File: config.mk
export PLATFORM = sky130hd
export DESIGN_NAME = gyro_rate_integrator
export DESIGN_NICKNAME = d
export VERILOG_FILES = /design/src/rtl/gri_pkg.sv /design/src/rtl/gri_regs.sv /design/src/rtl/gri_ctrl.sv /design/src/rtl/gri_dp.sv /design/src/rtl/gyro_rate_integrator.sv
export SDC_FILE = /design/constraint.sdc
export NUM_CORES = 2
export LEC_CHECK = 0
export BUFFER_PORTS_ARGS = -buffer_cell sky130_fd_sc_hd__buf_2
export CORE_MARGIN = 8
export CORE_UTILIZATION = 65
export DETAILED_ROUTE_END_ITERATION = 16
export PLACE_DENSITY = 0.92
export RECOVER_POWER = 25
export SETUP_SLACK_MARGIN = 0.4
export SLEW_MARGIN = 10
export SYNTH_ARGS = -nofsm -noshare
export SYNTH_HDL_FRONTEND = slang
export SYNTH_SLANG_ARGS = --single-unit
File: constraint.sdc
create_clock -name clk -period 15.1 [get_ports clk]
set_input_delay 3.02 -clock clk [delete_from_list [all_inputs] [get_ports clk]]
set_output_delay 3.02 -clock clk [all_outputs]
set_load 0.05 [all_outputs]
File: src/rtl/gri_pkg.sv
// Shared types, constants and elaboration-time functions for the gyro rate integrator.
// Used by every module of the block and by its checker; depends on nothing.
package gri_pkg;

  localparam int unsigned RATE_W     = 16;   // signed Q9.6 rate
  localparam int unsigned MAG_W      = 16;   // |rate|, 0..32768
  localparam int unsigned FULL_LOG2  = 15;
  localparam int unsigned FULL_SCALE = 32768;
  localparam int unsigned ANG_W      = 32;
  localparam int unsigned TAB_W      = 22;   // power table values, Q.12
  localparam int unsigned MULA_W     = 38;
  localparam int unsigned MULB_W     = 16;
  localparam int unsigned PROD_W     = MULA_W + MULB_W;
  localparam int unsigned DELTA_W    = 26;
  localparam int unsigned SUM_W      = ANG_W + 2;
  localparam int unsigned SHIFT_W    = 5;
  localparam int unsigned REG_ADDR_W = 5;
  localparam int unsigned IDX_LSB    = 2;
  localparam int unsigned APB_DATA_W = 32;

  // Rounding shifts for the linear and power terms, with and without the trim factor.
  localparam logic [SHIFT_W-1:0] SH_LIN   = 5'd6;
  localparam logic [SHIFT_W-1:0] SH_LIN_X = 5'd22;
  localparam logic [SHIFT_W-1:0] SH_POW   = 5'd12;
  localparam logic [SHIFT_W-1:0] SH_POW_X = 5'd28;

  localparam logic [14:0] DEADBAND_RST = 15'd45;
  localparam logic [14:0] KNEE_RST     = 15'd77;
  localparam logic [15:0] LIN_GAIN_RST = 16'd5898;
  localparam logic [15:0] POW_GAIN_RST = 16'd2708;
  localparam logic [15:0] X_TRIM_RST   = 16'd58982;

  localparam logic [63:0] Q30 = 64'd1 << 30;

  typedef enum logic [2:0] {
    REG_DEADBAND = 3'd0,
    REG_KNEE     = 3'd1,
    REG_LIN_GAIN = 3'd2,
    REG_POW_GAIN = 3'd3,
    REG_X_TRIM   = 3'd4
  } reg_idx_t;

  typedef enum logic [1:0] {
    AXIS_X = 2'd0,
    AXIS_Y = 2'd1,
    AXIS_Z = 2'd2
  } axis_t;

  typedef struct packed {
    logic signed [RATE_W-1:0] rate_x;
    logic signed [RATE_W-1:0] rate_y;
    logic signed [RATE_W-1:0] rate_z;
    logic                     clear;
  } gri_in_t;

  typedef struct packed {
    logic signed [ANG_W-1:0] angle_x;
    logic signed [ANG_W-1:0] angle_y;
    logic signed [ANG_W-1:0] angle_z;
  } gri_out_t;

  typedef struct packed {
    logic [14:0] deadband;
    logic [14:0] knee;
    logic [15:0] linear_gain;
    logic [15:0] power_gain;
    logic [15:0] x_axis_trim;
  } gri_cfg_t;

  typedef struct packed {
    logic  take_in;
    logic  mag;
    logic  classify;
    logic  row1;
    logic  imul;
    logic  div_step;
    logic  interp;
    logic  gain;
    logic  trim;
    logic  round;
    logic  acc;
    logic  load_out;
    axis_t axis;
  } dp_cmd_t;

  typedef struct packed {
    logic skip;
    logic pow;
    logic div_last;
  } dp_stat_t;

  // Floor square root, bit by bit.
  function automatic logic [63:0] isqrt64(input logic [63:0] x_in);
    logic [63:0] x;
    logic [63:0] r;
    logic [63:0] bt;
    x  = x_in;
    r  = '0;
    bt = 64'd1 << 62;
    while (bt > x) bt = bt >> 2;
    while (bt != 64'd0) begin
      if (x >= r + bt) begin
        x = x - (r + bt);
        r = (r >> 1) + bt;
      end else begin
        r = r >> 1;
      end
      bt = bt >> 2;
    end
    return r;
  endfunction

  // Table value (b/64)^1.095 in Q.12, evaluated only at elaboration.
  function automatic logic [63:0] power_value(input logic [63:0] b);
    logic [63:0] roots [31];
    logic [63:0] y;
    logic [63:0] frac;
    logic [63:0] f;
    logic [63:0] q;
    logic [63:0] mant;
    longint      l;
    longint      e;
    int          n;
    if (b == 64'd0) return 64'd0;
    roots[0] = 2 * Q30;
    for (int i = 1; i <= 30; i++) roots[i] = isqrt64(roots[i-1] << 30);
    n = 63;
    while (b[n] == 1'b0) n--;
    y    = b << (30 - n);
    frac = '0;
    for (int i = 1; i <= 30; i++) begin
      y = (y * y) >> 30;
      if (y >= 2 * Q30) begin
        y    = y >> 1;
        frac = frac | (64'd1 << (30 - i));
      end
    end
    l    = longint'(n - 6) * longint'(Q30) + longint'(frac);
    e    = (l * 1095) / 1000 + 12 * longint'(Q30);
    f    = $unsigned(e) & (Q30 - 64'd1);
    q    = $unsigned(e) >> 30;
    mant = Q30;
    for (int i = 1; i <= 30; i++) begin
      if (f[30-i]) mant = (mant * roots[i] + (Q30 >> 1)) >> 30;
    end
    return ((mant << q) + (Q30 >> 1)) >> 30;
  endfunction

endpackage

File: src/rtl/gri_regs.sv
// APB-style configuration registers of the gyro rate integrator.
// Depends on gri_pkg for the register indexes, reset values and the configuration struct.
module gri_regs (
  input  logic                              clk,
  input  logic                              rst_n,
  input  logic                              psel,
  input  logic                              penable,
  input  logic                              pwrite,
  input  logic [gri_pkg::REG_ADDR_W-1:0]    paddr,
  input  logic [gri_pkg::APB_DATA_W-1:0]    pwdata,
  output logic [gri_pkg::APB_DATA_W-1:0]    prdata,
  output logic                              pready,
  output gri_pkg::gri_cfg_t                 cfg
);
  import gri_pkg::*;

  gri_cfg_t cfg_r;
  gri_cfg_t cfg_nxt;
  reg_idx_t idx;
  logic     wr;

  assign idx    = reg_idx_t'(paddr[REG_ADDR_W-1:IDX_LSB]);
  assign wr     = psel && penable && pwrite;
  assign pready = 1'b1;
  assign cfg    = cfg_r;

  always_comb begin
    cfg_nxt = cfg_r;
    if (wr) begin
      unique case (idx)
        REG_DEADBAND: cfg_nxt.deadband    = pwdata[14:0];
        REG_KNEE:     cfg_nxt.knee        = pwdata[14:0];
        REG_LIN_GAIN: cfg_nxt.linear_gain = pwdata[15:0];
        REG_POW_GAIN: cfg_nxt.power_gain  = pwdata[15:0];
        REG_X_TRIM:   cfg_nxt.x_axis_trim = pwdata[15:0];
        default: ;
      endcase
    end
  end

  always_comb begin
    unique case (idx)
      REG_DEADBAND: prdata = APB_DATA_W'(cfg_r.deadband);
      REG_KNEE:     prdata = APB_DATA_W'(cfg_r.knee);
      REG_LIN_GAIN: prdata = APB_DATA_W'(cfg_r.linear_gain);
      REG_POW_GAIN: prdata = APB_DATA_W'(cfg_r.power_gain);
      REG_X_TRIM:   prdata = APB_DATA_W'(cfg_r.x_axis_trim);
      default:      prdata = '0;
    endcase
  end

  always_ff @(posedge clk) begin
    if (!rst_n) begin
      cfg_r.deadband    <= DEADBAND_RST;
      cfg_r.knee        <= KNEE_RST;
      cfg_r.linear_gain <= LIN_GAIN_RST;
      cfg_r.power_gain  <= POW_GAIN_RST;
      cfg_r.x_axis_trim <= X_TRIM_RST;
    end else begin
      cfg_r <= cfg_nxt;
    end
  end

endmodule

File: src/rtl/gri_ctrl.sv
// Sequencing state machine of the gyro rate integrator: walks the three axes through the datapath.
// Depends on gri_pkg for the command and status structs and the axis codes.
module gri_ctrl (
  input  logic              clk,
  input  logic              rst_n,
  input  logic              in_valid,
  output logic              in_ready,
  output logic              out_valid,
  input  logic              out_ready,
  input  gri_pkg::dp_stat_t stat,
  output gri_pkg::dp_cmd_t  cmd
);
  import gri_pkg::*;

  typedef enum logic [11:0] {
    ST_IDLE   = 12'b0000_0000_0001,
    ST_MAG    = 12'b0000_0000_0010,
    ST_CLASS  = 12'b0000_0000_0100,
    ST_ROW1   = 12'b0000_0000_1000,
    ST_IMUL   = 12'b0000_0001_0000,
    ST_DIV    = 12'b0000_0010_0000,
    ST_INTERP = 12'b0000_0100_0000,
    ST_GAIN   = 12'b0000_1000_0000,
    ST_TRIM   = 12'b0001_0000_0000,
    ST_ROUND  = 12'b0010_0000_0000,
    ST_ACC    = 12'b0100_0000_0000,
    ST_OUT    = 12'b1000_0000_0000
  } state_t;

  state_t state_r, state_nxt;
  axis_t  axis_r, axis_nxt, axis_inc;
  logic   out_valid_r, out_valid_nxt;
  logic   last_axis;

  assign in_ready  = (state_r == ST_IDLE);
  assign out_valid = out_valid_r;
  assign last_axis = (axis_r == AXIS_Z);

  always_comb begin
    unique case (axis_r)
      AXIS_X:  axis_inc = AXIS_Y;
      AXIS_Y:  axis_inc = AXIS_Z;
      default: axis_inc = AXIS_X;
    endcase
  end

  always_comb begin
    state_nxt     = state_r;
    axis_nxt      = axis_r;
    out_valid_nxt = out_valid_r && !out_ready;
    cmd           = '0;
    cmd.axis      = axis_r;
    unique case (state_r)
      ST_IDLE: begin
        cmd.take_in = in_valid;
        if (in_valid) begin
          state_nxt = ST_MAG;
          axis_nxt  = AXIS_X;
        end
      end
      ST_MAG: begin
        cmd.mag   = 1'b1;
        state_nxt = ST_CLASS;
      end
      ST_CLASS: begin
        cmd.classify = 1'b1;
        if (stat.skip) begin
          if (last_axis) begin
            state_nxt = ST_OUT;
          end else begin
            state_nxt = ST_MAG;
            axis_nxt  = axis_inc;
          end
        end else if (stat.pow) begin
          state_nxt = ST_ROW1;
        end else begin
          state_nxt = ST_GAIN;
        end
      end
      ST_ROW1: begin
        cmd.row1  = 1'b1;
        state_nxt = ST_IMUL;
      end
      ST_IMUL: begin
        cmd.imul  = 1'b1;
        state_nxt = ST_DIV;
      end
      ST_DIV: begin
        cmd.div_step = 1'b1;
        if (stat.div_last) state_nxt = ST_INTERP;
      end
      ST_INTERP: begin
        cmd.interp = 1'b1;
        state_nxt  = ST_GAIN;
      end
      ST_GAIN: begin
        cmd.gain  = 1'b1;
        state_nxt = (axis_r == AXIS_X) ? ST_TRIM : ST_ROUND;
      end
      ST_TRIM: begin
        cmd.trim  = 1'b1;
        state_nxt = ST_ROUND;
      end
      ST_ROUND: begin
        cmd.round = 1'b1;
        state_nxt = ST_ACC;
      end
      ST_ACC: begin
        cmd.acc = 1'b1;
        if (last_axis) begin
          state_nxt = ST_OUT;
        end else begin
          state_nxt = ST_MAG;
          axis_nxt  = axis_inc;
        end
      end
      ST_OUT: begin
        // The result register must be free, or be emptied in this very cycle.
        if (!out_valid_r || out_ready) begin
          cmd.load_out  = 1'b1;
          out_valid_nxt = 1'b1;
          state_nxt     = ST_IDLE;
        end
      end
      default: state_nxt = ST_IDLE;
    endcase
  end

  always_ff @(posedge clk) begin
    if (!rst_n) begin
      state_r     <= ST_IDLE;
      axis_r      <= AXIS_X;
      out_valid_r <= 1'b0;
    end else begin
      state_r     <= state_nxt;
      axis_r      <= axis_nxt;
      out_valid_r <= out_valid_nxt;
    end
  end

endmodule

File: src/rtl/gri_dp.sv
// Datapath of the gyro rate integrator: magnitude, power table, divider, shared multiplier,
// rounding and saturating accumulators. Depends on gri_pkg for types, widths and the table function.
module gri_dp #(
  parameter int POWER_SEGMENTS = 64
) (
  input  logic              clk,
  input  logic              rst_n,
  input  gri_pkg::gri_cfg_t cfg,
  input  gri_pkg::dp_cmd_t  cmd,
  output gri_pkg::dp_stat_t stat,
  input  gri_pkg::gri_in_t  in_item,
  output gri_pkg::gri_out_t out_item
);
  import gri_pkg::*;

  localparam int KW     = $clog2(POWER_SEGMENTS + 1);
  localparam int KP_W   = MAG_W + KW;
  localparam int SPAN_W = $clog2(FULL_SCALE / POWER_SEGMENTS + 2);
  localparam int QW     = TAB_W;
  localparam int NUM_W  = TAB_W + SPAN_W;
  localparam int CNT_W  = $clog2(QW);

  // Breakpoints and table values, fixed at elaboration.
  logic [MAG_W-1:0] rom_b [POWER_SEGMENTS+1];
  logic [TAB_W-1:0] rom_t [POWER_SEGMENTS+1];

  for (genvar g = 0; g <= POWER_SEGMENTS; g++) begin : g_rom
    localparam int unsigned BP = (g * FULL_SCALE) / POWER_SEGMENTS;
    localparam logic [63:0] PV = power_value(64'(BP));
    assign rom_b[g] = MAG_W'(BP);
    assign rom_t[g] = TAB_W'(PV);
  end

  gri_in_t                 in_r;
  logic [MAG_W-1:0]        m_r;
  logic                    neg_r;
  logic                    pow_r;
  logic [KW-1:0]           k_r;
  logic [MAG_W-1:0]        b0_r, b1_r;
  logic [TAB_W-1:0]        t0_r, t1_r;
  logic [NUM_W-1:0]        rem_r, dvs_r;
  logic [QW-1:0]           q_r;
  logic [CNT_W-1:0]        cnt_r;
  logic [TAB_W-1:0]        p_r;
  logic [PROD_W-1:0]       mul_r;
  logic [DELTA_W-1:0]      d_r;
  logic signed [ANG_W-1:0] acc_r [3];
  gri_out_t                out_r;

  logic signed [RATE_W-1:0] rate_sel;
  logic [RATE_W-1:0]        rate_u;
  logic [MAG_W-1:0]         mag;
  logic [KP_W-1:0]          kprod;
  logic [KP_W-1:0]          kshift;
  logic [KW-1:0]            k_now;
  logic [KW-1:0]            row_idx;
  logic [MAG_W-1:0]         row_b;
  logic [TAB_W-1:0]         row_t;
  logic [SPAN_W-1:0]        span;
  logic                     ge;
  logic [MULA_W-1:0]        mul_a;
  logic [MULB_W-1:0]        mul_b;
  logic [PROD_W-1:0]        mul_p;
  logic                     is_x;
  logic [SHIFT_W-1:0]       sh;
  logic [PROD_W:0]          rnd_sum;
  logic [PROD_W:0]          rnd_q;
  logic signed [ANG_W-1:0]  acc_cur;
  logic signed [SUM_W-1:0]  d_ext;
  logic signed [SUM_W-1:0]  sum;
  logic signed [ANG_W-1:0]  acc_sat;

  assign is_x = (cmd.axis == AXIS_X);

  always_comb begin
    case (cmd.axis)
      AXIS_X:  rate_sel = in_r.rate_x;
      AXIS_Y:  rate_sel = in_r.rate_y;
      default: rate_sel = in_r.rate_z;
    endcase
  end

  // The most negative rate maps to 32768, which still fits the unsigned magnitude.
  assign rate_u = $unsigned(rate_sel);
  assign mag    = rate_u[RATE_W-1] ? MAG_W'(~rate_u) + MAG_W'(1) : MAG_W'(rate_u);

  assign kprod   = KP_W'(m_r) * KP_W'(POWER_SEGMENTS);
  assign kshift  = kprod >> FULL_LOG2;
  assign k_now   = (kshift >= KP_W'(POWER_SEGMENTS)) ? KW'(POWER_SEGMENTS - 1) : KW'(kshift);
  assign row_idx = cmd.row1 ? k_r + KW'(1) : k_now;
  assign row_b   = rom_b[row_idx];
  assign row_t   = rom_t[row_idx];

  assign stat.skip     = (m_r <= MAG_W'(cfg.deadband));
  assign stat.pow      = (m_r > MAG_W'(cfg.knee));
  assign stat.div_last = (cnt_r == '0);

  assign span = SPAN_W'(b1_r - b0_r);
  assign ge   = (rem_r >= dvs_r);

  // One multiplier serves the interpolation product, the gain and the X trim.
  always_comb begin
    if (cmd.imul) begin
      mul_a = MULA_W'(t1_r - t0_r);
      mul_b = MULB_W'(m_r - b0_r);
    end else if (cmd.trim) begin
      mul_a = mul_r[MULA_W-1:0];
      mul_b = cfg.x_axis_trim;
    end else if (pow_r) begin
      mul_a = MULA_W'(p_r);
      mul_b = cfg.power_gain;
    end else begin
      mul_a = MULA_W'(m_r);
      mul_b = cfg.linear_gain;
    end
  end

  assign mul_p = PROD_W'(mul_a) * PROD_W'(mul_b);

  always_comb begin
    if (pow_r) sh = is_x ? SH_POW_X : SH_POW;
    else       sh = is_x ? SH_LIN_X : SH_LIN;
    rnd_sum = {1'b0, mul_r} + ((PROD_W+1)'(1) << (sh - SHIFT_W'(1)));
    rnd_q   = rnd_sum >> sh;
  end

  always_comb begin
    case (cmd.axis)
      AXIS_X:  acc_cur = acc_r[0];
      AXIS_Y:  acc_cur = acc_r[1];
      default: acc_cur = acc_r[2];
    endcase
    d_ext = $signed({{(SUM_W-DELTA_W){1'b0}}, d_r});
    sum   = SUM_W'(acc_cur) + (neg_r ? -d_ext : d_ext);
    // Saturate when the top three bits disagree.
    if (sum[SUM_W-1:ANG_W-1] != '0 && sum[SUM_W-1:ANG_W-1] != '1) begin
      acc_sat = sum[SUM_W-1] ? {1'b1, {(ANG_W-1){1'b0}}} : {1'b0, {(ANG_W-1){1'b1}}};
    end else begin
      acc_sat = sum[ANG_W-1:0];
    end
  end

  always_ff @(posedge clk) begin
    if (cmd.take_in) in_r <= in_item;
    if (cmd.mag) begin
      m_r   <= mag;
      neg_r <= rate_u[RATE_W-1];
    end
    if (cmd.classify) begin
      pow_r <= stat.pow;
      k_r   <= k_now;
      b0_r  <= row_b;
      t0_r  <= row_t;
    end
    if (cmd.row1) begin
      b1_r <= row_b;
      t1_r <= row_t;
    end
    if (cmd.imul) begin
      rem_r <= NUM_W'(mul_p);
      dvs_r <= NUM_W'(span) << (QW - 1);
      q_r   <= '0;
      cnt_r <= CNT_W'(QW - 1);
    end else if (cmd.div_step) begin
      if (ge) rem_r <= rem_r - dvs_r;
      dvs_r <= dvs_r >> 1;
      q_r   <= {q_r[QW-2:0], ge};
      cnt_r <= cnt_r - CNT_W'(1);
    end
    if (cmd.interp) p_r <= t0_r + q_r;
    if (cmd.gain || cmd.trim) mul_r <= mul_p;
    if (cmd.round) d_r <= DELTA_W'(rnd_q);
    if (cmd.load_out) begin
      if (in_r.clear) begin
        out_r <= '0;
      end else begin
        out_r.angle_x <= acc_r[0];
        out_r.angle_y <= acc_r[1];
        out_r.angle_z <= acc_r[2];
      end
    end
  end

  always_ff @(posedge clk) begin
    if (!rst_n) begin
      acc_r[0] <= '0;
      acc_r[1] <= '0;
      acc_r[2] <= '0;
    end else if (cmd.load_out && in_r.clear) begin
      acc_r[0] <= '0;
      acc_r[1] <= '0;
      acc_r[2] <= '0;
    end else if (cmd.acc) begin
      case (cmd.axis)
        AXIS_X:  acc_r[0] <= acc_sat;
        AXIS_Y:  acc_r[1] <= acc_sat;
        default: acc_r[2] <= acc_sat;
      endcase
    end
  end

  assign out_item = out_r;

endmodule

File: src/rtl/gyro_rate_integrator.sv
// Top level of the three-axis gyro rate integrator.
// Depends on gri_pkg, gri_regs, gri_ctrl and gri_dp.
//
//   Channel   Direction   Handshake               Payload
//   in_       input       in_valid / in_ready     in_item   (gri_in_t)
//   out_      output      out_valid / out_ready   out_item  (gri_out_t)
//   config    input       psel, penable, pwrite   paddr, pwdata, prdata
//
// An item is taken while idle. Each axis passes the magnitude and classify states and stops
// there inside the deadband; a linear axis goes on through gain, trim (X only), round and
// accumulate, and a power-law axis first reads the upper table row, forms the interpolation
// product and runs the 22-step divider. Reset is synchronous and active low; it restores the
// register defaults and zeroes the accumulators. A stalled result waits in the output register
// while the next item is taken and worked on; only its hand-over waits for the output side.
module gyro_rate_integrator #(
  parameter int POWER_SEGMENTS = 64
) (
  input  logic                           clk,
  input  logic                           rst_n,
  input  logic                           in_valid,
  output logic                           in_ready,
  input  gri_pkg::gri_in_t               in_item,
  output logic                           out_valid,
  input  logic                           out_ready,
  output gri_pkg::gri_out_t              out_item,
  input  logic                           psel,
  input  logic                           penable,
  input  logic                           pwrite,
  input  logic [gri_pkg::REG_ADDR_W-1:0] paddr,
  input  logic [gri_pkg::APB_DATA_W-1:0] pwdata,
  output logic [gri_pkg::APB_DATA_W-1:0] prdata,
  output logic                           pready
);
  import gri_pkg::*;

  gri_cfg_t cfg;
  dp_cmd_t  cmd;
  dp_stat_t stat;

  gri_regs u_regs (
    .clk     (clk),
    .rst_n   (rst_n),
    .psel    (psel),
    .penable (penable),
    .pwrite  (pwrite),
    .paddr   (paddr),
    .pwdata  (pwdata),
    .prdata  (prdata),
    .pready  (pready),
    .cfg     (cfg)
  );

  gri_ctrl u_ctrl (
    .clk       (clk),
    .rst_n     (rst_n),
    .in_valid  (in_valid),
    .in_ready  (in_ready),
    .out_valid (out_valid),
    .out_ready (out_ready),
    .stat      (stat),
    .cmd       (cmd)
  );

  gri_dp #(
    .POWER_SEGMENTS (POWER_SEGMENTS)
  ) u_dp (
    .clk      (clk),
    .rst_n    (rst_n),
    .cfg      (cfg),
    .cmd      (cmd),
    .stat     (stat),
    .in_item  (in_item),
    .out_item (out_item)
  );

endmodule

# == After elaboration in Yosys (flattened, before gate mapping) ==
# Memories as Yosys holds them, arrays and structs flattened.
# Index checks and enable logic that the tools add are counted.
# word_totals
mem_bits_rw,96
romBits,4864
memories,3
regBits,525
inputBits,93
wordCells,191
output_inout_bits,131
# mem_list
memory,words,width,read_ports,rd_ports_with_merged_regs,wr,line_no,rtl
(name not given),128,22,1,0,0,gri_dp.sv:92,assign row_t = rom_t[row_idx];
(name not given),128,16,1,0,0,gri_dp.sv:91,assign row_b = rom_b[row_idx];
u_dp.acc_r,3,32,3,0,3,gri_dp.sv:47,logic signed [ANG_W-1:0] acc_r [3];
# op_classes
reduce_logical,25
n_eq_ne,23
order_cmp,5
n_shift,2
bitwise,8
mux,80
mul,1
add_sub_neg,12
# op_table
op,n
$mux 32,11
$pmux 12 s12,1
$mux 16,5
$pmux 16 s5,1
$mux 38,2
$mux 22,3
$pmux 32 s2,1
$mux 31,2
$mux 12,5
$add 54x55->55,1
$shl 1x5->55 const A,1
$shr 55x5->26,1
$mul 38x16->54,1
$add 32x34->34,1
$mux 1,34
$mux 34,1
$neg 26->34,1
$ge 32x31->1,1
$pmux 16 s2,1
$sub 32x31->32,1
$sub 22x22->23,1
$add 22x22->22,1
$add 16x1->16 const B,1
$gt 16x15->1,1
other kinds (49),77

# == Longest topological paths before layout ==
# logic_depth
word_depth,10
mapped_depth,39
depth_no_buf,38

# == By module ==
# From an unflattened synthesis, not the netlist that was laid out.
# unflattened
cells_unflattened,5675
area_unflattened_um2,53695.2
# by_module_without_submodules
mod,seq_area_each_um2,cells_each,n_inst,area_per_inst_um2
gri_dp,14834.2,5160,1,48905.7
gri_regs,1561.5,401,1,3802.4
gri_ctrl,300.3,114,1,987.2

# == Least setup slack after synthesis ==
# No wires, ideal clock.
# synth_path
path_kind,input-to-reg
startpoint,input out_ready
endpoint,memory u_dp.acc_r[0][0] (enable)
setup_ns,0.466
n_path_buf,0
required_ns,14.634
slack_ns,4.792
path_stages,4
arrival_time_ns,9.843
path_cell_list,nand2b_1 > nor2b_1 > a21boi_0 > o21ai_0
# synth_lines
item,line_no,rtl
start: declaration,gyro_rate_integrator.sv:24,"input logic out_ready,"
end: declaration,gri_dp.sv:47,

# == Worst setup path in the final report ==
# layout_path
startpoint,register u_ctrl.state_r[5]
endpoint,"register u_dp.mul_r[49], data pin"
# layout_via
elab_chain_cells,5
word_cells_on_any_way,9
cone_classes,mul (1); eq/ne (2); mux (6)
# layout_lines
item,line_no,rtl
start: declaration,gri_ctrl.sv:30,"state_t state_r, state_nxt;"
start signal: assignment,gri_ctrl.sv:135,state_r <= state_nxt;
$eq 12x9->1,gri_ctrl.sv:53,unique case (state_r)
$mux 1,gri_ctrl.sv:53,
$mux 38 / $mux 16 (equally long branches),gri_dp.sv:106,end else if (cmd.trim) begin
$mux 38 / $mux 16 (equally long branches),gri_dp.sv:103,if (cmd.imul) begin
$mul 38x16->54 *,gri_dp.sv:118,assign mul_p = PROD_W'(mul_a) * PROD_W'(mul_b);
named net u_dp.mul_p[49],gri_dp.sv:63,logic [PROD_W-1:0] mul_p;
end signal: assignment,gri_dp.sv:171,if (cmd.gain || cmd.trim) mul_r <= mul_p;
end: declaration,gri_dp.sv:45,logic [PROD_W-1:0] mul_r;
# The timed path passes the listed nets; every way through them passes the cells marked *.
# A chain may end at the register's enable or synchronous reset.

==> load_flow_metrics.sql <==
INSERT INTO impl_metrics (metric_group, metric, value, unit) VALUES
('run_status', 'status', 'complete, but fails checks', ''),
('run_status', 'violations', 'max-capacitance violations, max-slew violations', ''),
('finish', 'layout-drive-gt1-share', '7.48', '%'),
('timing', 'post-route-min-period', '11.10', 'ns'),
('synthesis', 'synth_area', '52800', 'um^2'),
('cts', 'postCtsSetupRepairBufs', '0', ''),
('setup_path', 'crit_path_top_delay_cell', 'sky130_fd_sc_hd__a21oi_1', ''),
('grt', 'grt_start_max_net_pins', '98', ''),
('die', 'design.portCount', '224', ''),
('timing', 'worst-slew-pin-transition', '2.81', 'ns'),
('routing', 'avgRoutedWirePerCell', '23.0', 'um'),
('timing', 'unrepaired_setup_endpoints_after_global_routing', 'no', ''),
('setup_path', 'critical-path-top-cell-by-count', 'sky130_fd_sc_hd__fa_1', ''),
('grt', 'first_global_vias', '45300', ''),
('hold_path', 'hold_class', 'register to register', ''),
('routing', 'drt_first_iter_violations', '5746', ''),
('routing', 'vias_cell', '6.45', ''),
('finish', 'layout.cells.most_common_list', 'sky130_fd_sc_hd__nand2_1 (964), sky130_fd_sc_hd__inv_1 (702), sky130_fd_sc_hd__fa_1 (507)', ''),
('synthesis', 'synth_async_sr_flop_share', '0', '%'),
('synthesis', 'synth_edf_count', '462', ''),
('routing', 'detailroute.via_count', '44500', ''),
('die', 'area_of_the_die', '90600', 'um^2'),
('cts', 'worstSkewPairLatency', '0.71', 'ns'),
('placement', 'hpwl', '115', 'mm'),
('timing', 'timing.fmax', '90.1', 'MHz'),
('placement', 'buffer_ports.inserted', '188', ''),
('cts', 'cts_tree', 'yes', ''),
('cts', 'postCtsHoldBufs', '0', ''),
('finish', 'layout.cells.most_common', 'sky130_fd_sc_hd__nand2_1', ''),
('setup_path', 'worst_path_largest_cell_delay', '0.93', 'ns'),
('setup_path', 'setup.worst_path.class', 'register to register', ''),
('cts', 'clkSlewWorstSetupHoldPaths', '0.07', 'ns'),
('synthesis', 'postSynth.topFlopCell', 'sky130_fd_sc_hd__edfxtp_1', ''),
('die', 'core', '80400', 'um^2'),
('synthesis', 'synth-seq-cells', '603', ''),
('synthesis', 'synth.distinct_cells', '92', ''),
('placement', 'postPlaceCellArea', '54600', 'um^2'),
('cts', 'cts_max_path_buffers', '3', ''),
('setup_path', 'timing.critical_path.to_type', 'register', ''),
('finish', 'finished_layout_cell_area', '56700', 'um^2'),
('die', 'die_w', '301', 'um'),
('finish', 'sequential_cell_area', '16700', 'um^2'),
('finish', 'fin_nets', '6667', ''),
('placement', 'globalplace.congestion', '1.02', ''),
('setup_path', 'cp_max_fo', '70', ''),
('setup_path', 'arrival', '11.50', 'ns'),
('cts', 'cts_made_buffers', '59', ''),
('finish', 'area_growth', '7.32', '%'),
('grt', 'groute.usage.overall', '34.2', '%'),
('routing', 'ant_nets', '0', ''),
('cts', 'cts.htree.levels', '2', ''),
('synthesis', 'ys_warn_count', '0', ''),
('setup_path', 'worstPathBufferInverterCount', '5', ''),
('die', 'rows', '104', ''),
('grt', 'grt_first_pass_wirelength', '246', 'mm'),
('timing', 'post-route-period-util', '73.5', '%'),
('die', 'dieHeight', '301', 'um'),
('cts', 'cts_sinks', '603', ''),
('routing', 'firstDrtPassIters', '9', ''),
('timing', 'relative_slew_slack', '-87.4', '%'),
('pwr', 'powerDensity', '93.5', 'nW/um^2'),
('timing', 'totalNegativeSetupSlack', '0', 'ns'),
('pwr', 'peakVddDrop', '0.124', 'mV'),
('die', 'initial_core_utilization', '65.7', '%'),
('grt', 'grt_remaining_overflow', '0', ''),
('pwr', 'p_leak', '24.8', 'nW'),
('timing', 'timing_hold_violations_final', '0', ''),
('cts', 'post_cts_resized', '0', ''),
('setup_path', 'critical_path.startpoint_type', 'register', ''),
('timing', 'clock-skew-final', '0.0914', 'ns'),
('synthesis', 'synth_area_per_cell', '9.21', 'um^2'),
('cts', 'cts-root-buf', 'sky130_fd_sc_hd__clkbuf_16', ''),
('timing', 'setup_violations', '0', ''),
('finish', 'n_fill_cell', '5343', ''),
('setup_path', 'worstPathRequired', '15.50', 'ns'),
('run', 'max_cap_violations', '6', ''),
('grt', 'antenna_found_initial', '3', ''),
('synthesis', 'sequential_fraction_of_the_synthesis_area', '31.6', '%'),
('synthesis', 'synthesis.instances', '5736', ''),
('timing', 'maxSlewViolCount', '231', ''),
('finish', 'multi_input_area', '32400', 'um^2'),
('routing', 'drt_drc_violations_left', '0', ''),
('setup_path', 'ff2ff_setup_slack', '4.00', 'ns'),
('setup_path', 'cp_top_family', 'compound AO/OA/AOI/OAI gates', ''),
('routing', 'routed_wirelength', '159', 'mm');
==> per-layer routing <==
metal,vias to the layer above,wire length (um),global-route usage [%]
li1,19100,-,-
met1,21100,52300,39.8
met2,3424,72900,55.2
met3,894,21000,10.0
met4,4,12600,22.2
met5,-,119,0
==> sequential cells by signal, indices dropped and copies added, names as in the netlist, 22 cells and up <==
name	cells
u_dp.in_r	49
u_dp.rem_r	32
u_regs.cfg	78
u_dp.dvs_r	31
u_dp.t0_r	22
u_dp.d_r	26
u_dp.t1_r	22
u_dp.q_r	22
u_dp.acc_r	96
u_dp.mul_r	54
u_dp.p_r	22
u_dp.out_item	96
==> path summary, 6_finish.rpt <==
path,cells past startpoint,end,start
worst min register to register,2,u_dp.dvs_r[3]$_SDFFE_PP0N_,u_dp.dvs_r[4]$_SDFFE_PP0N_
worst min-delay path,2,u_dp.dvs_r[3]$_SDFFE_PP0N_,u_dp.dvs_r[4]$_SDFFE_PP0N_
worst max-delay path,32,u_dp.mul_r[49]$_DFFE_PP_,u_ctrl.state_r[5]$_SDFFE_PN0P_
worst max register to register,32,u_dp.mul_r[49]$_DFFE_PP_,u_ctrl.state_r[5]$_SDFFE_PN0P_
==> stage by stage <==
| stage | hold WS (ns) | worst slack [ns] | util [%] | power (mW) | cells |
|---|---|---|---|---|---|
| floorplan | 0.441 | 4.79 | - | 3.12 | 5752 |
| global placement | 0.448 | 4.74 | 67.9 | 3.51 | 6777 |
| detailed placement | 0.467 | 4.56 | 67.9 | 3.58 | 6777 |
| CTS | 0.444 | 4.40 | 70.5 | 5.21 | 6889 |
| global route | 0.480 | 3.69 | 70.5 | 5.47 | 6890 |
| finish | 0.435 | 4.00 | 70.5 | 5.30 | 6892 |
==> worst min-delay path, cell delays in order, from the launching register on <==
cell                      delay, ns
sky130_fd_sc_hd__dfxtp_1       0.32
sky130_fd_sc_hd__nand2_1       0.06
sky130_fd_sc_hd__a21oi_1       0.05
==> where the power goes <==
| part | switching [mW] | total (mW) | internal [mW] |
|---|---|---|---|
| Clock | 0.695 | 1.63 | 0.937 |
| Combinational | 1.13 | 1.72 | 0.595 |
| Sequential | 0.0370 | 1.94 | 1.90 |
| Total | 1.86 | 5.30 | 3.44 |
==> Yosys cell counts, types with 24 or more instances <==
cell type,n,area (um^2)
sky130_fd_sc_hd__o21bai_1,33,248
sky130_fd_sc_hd__buf_1,34,128
sky130_fd_sc_hd__ha_1,289,3620
sky130_fd_sc_hd__a21boi_0,69,518
sky130_fd_sc_hd__nor3_1,54,270
sky130_fd_sc_hd__nand3_1,102,510
sky130_fd_sc_hd__o211ai_1,49,368
sky130_fd_sc_hd__nor2b_1,130,813
sky130_fd_sc_hd__edfxtp_1,462,13900
sky130_fd_sc_hd__xnor2_1,166,1450
sky130_fd_sc_hd__a31oi_1,29,181
sky130_fd_sc_hd__mux2i_1,100,1000
sky130_fd_sc_hd__o31ai_1,27,203
sky130_fd_sc_hd__inv_1,701,2630
sky130_fd_sc_hd__nand2_1,964,3620
sky130_fd_sc_hd__xor2_1,76,666
sky130_fd_sc_hd__o21ai_0,211,1060
sky130_fd_sc_hd__o21ai_1,30,150
sky130_fd_sc_hd__and3_1,27,169
sky130_fd_sc_hd__nor2_1,416,1560
sky130_fd_sc_hd__fa_1,507,10100
sky130_fd_sc_hd__a211oi_1,42,315
sky130_fd_sc_hd__and2_1,54,338
sky130_fd_sc_hd__a21oi_1,328,1640
sky130_fd_sc_hd__dfxtp_1,141,2820
sky130_fd_sc_hd__nand4_1,24,150
sky130_fd_sc_hd__o21a_1,30,225
sky130_fd_sc_hd__clkbuf_1,226,848
sky130_fd_sc_hd__nand2b_1,38,238
sky130_fd_sc_hd__a21o_1,88,661
==> area by class of cell <==
| class | instances | area share (%) |
|---|---|---|
| antenna | 3 | 0.0132 |
| clock buffer | 76 | 2.79 |
| clock inverter | 36 | 0.956 |
| inverter | 705 | 4.68 |
| multi-input combinational | 4148 | 57.2 |
| sequential | 603 | 29.5 |
| tap | 1060 | 2.34 |
| timing repair buffer | 261 | 2.57 |
==> kinds of logic (layout without fill, tap and decap cells) <==
group / count (synthesis) / count (layout) / share of synthesized area, %
buf+inv: 1001 / 1078 / 7.34
mux: 104 / 104 / 2.00
simple gates: 1891 / 1891 / 15.7
compound gates: 1095 / 1095 / 13.1
xor+xnor: 244 / 244 / 4.12
other cells: 2 / 21 / 0.0142
flops: 603 / 603 / 31.6
fa+ha+maj: 796 / 796 / 26.1
Note: power is estimated with default switching activity, not from simulation.
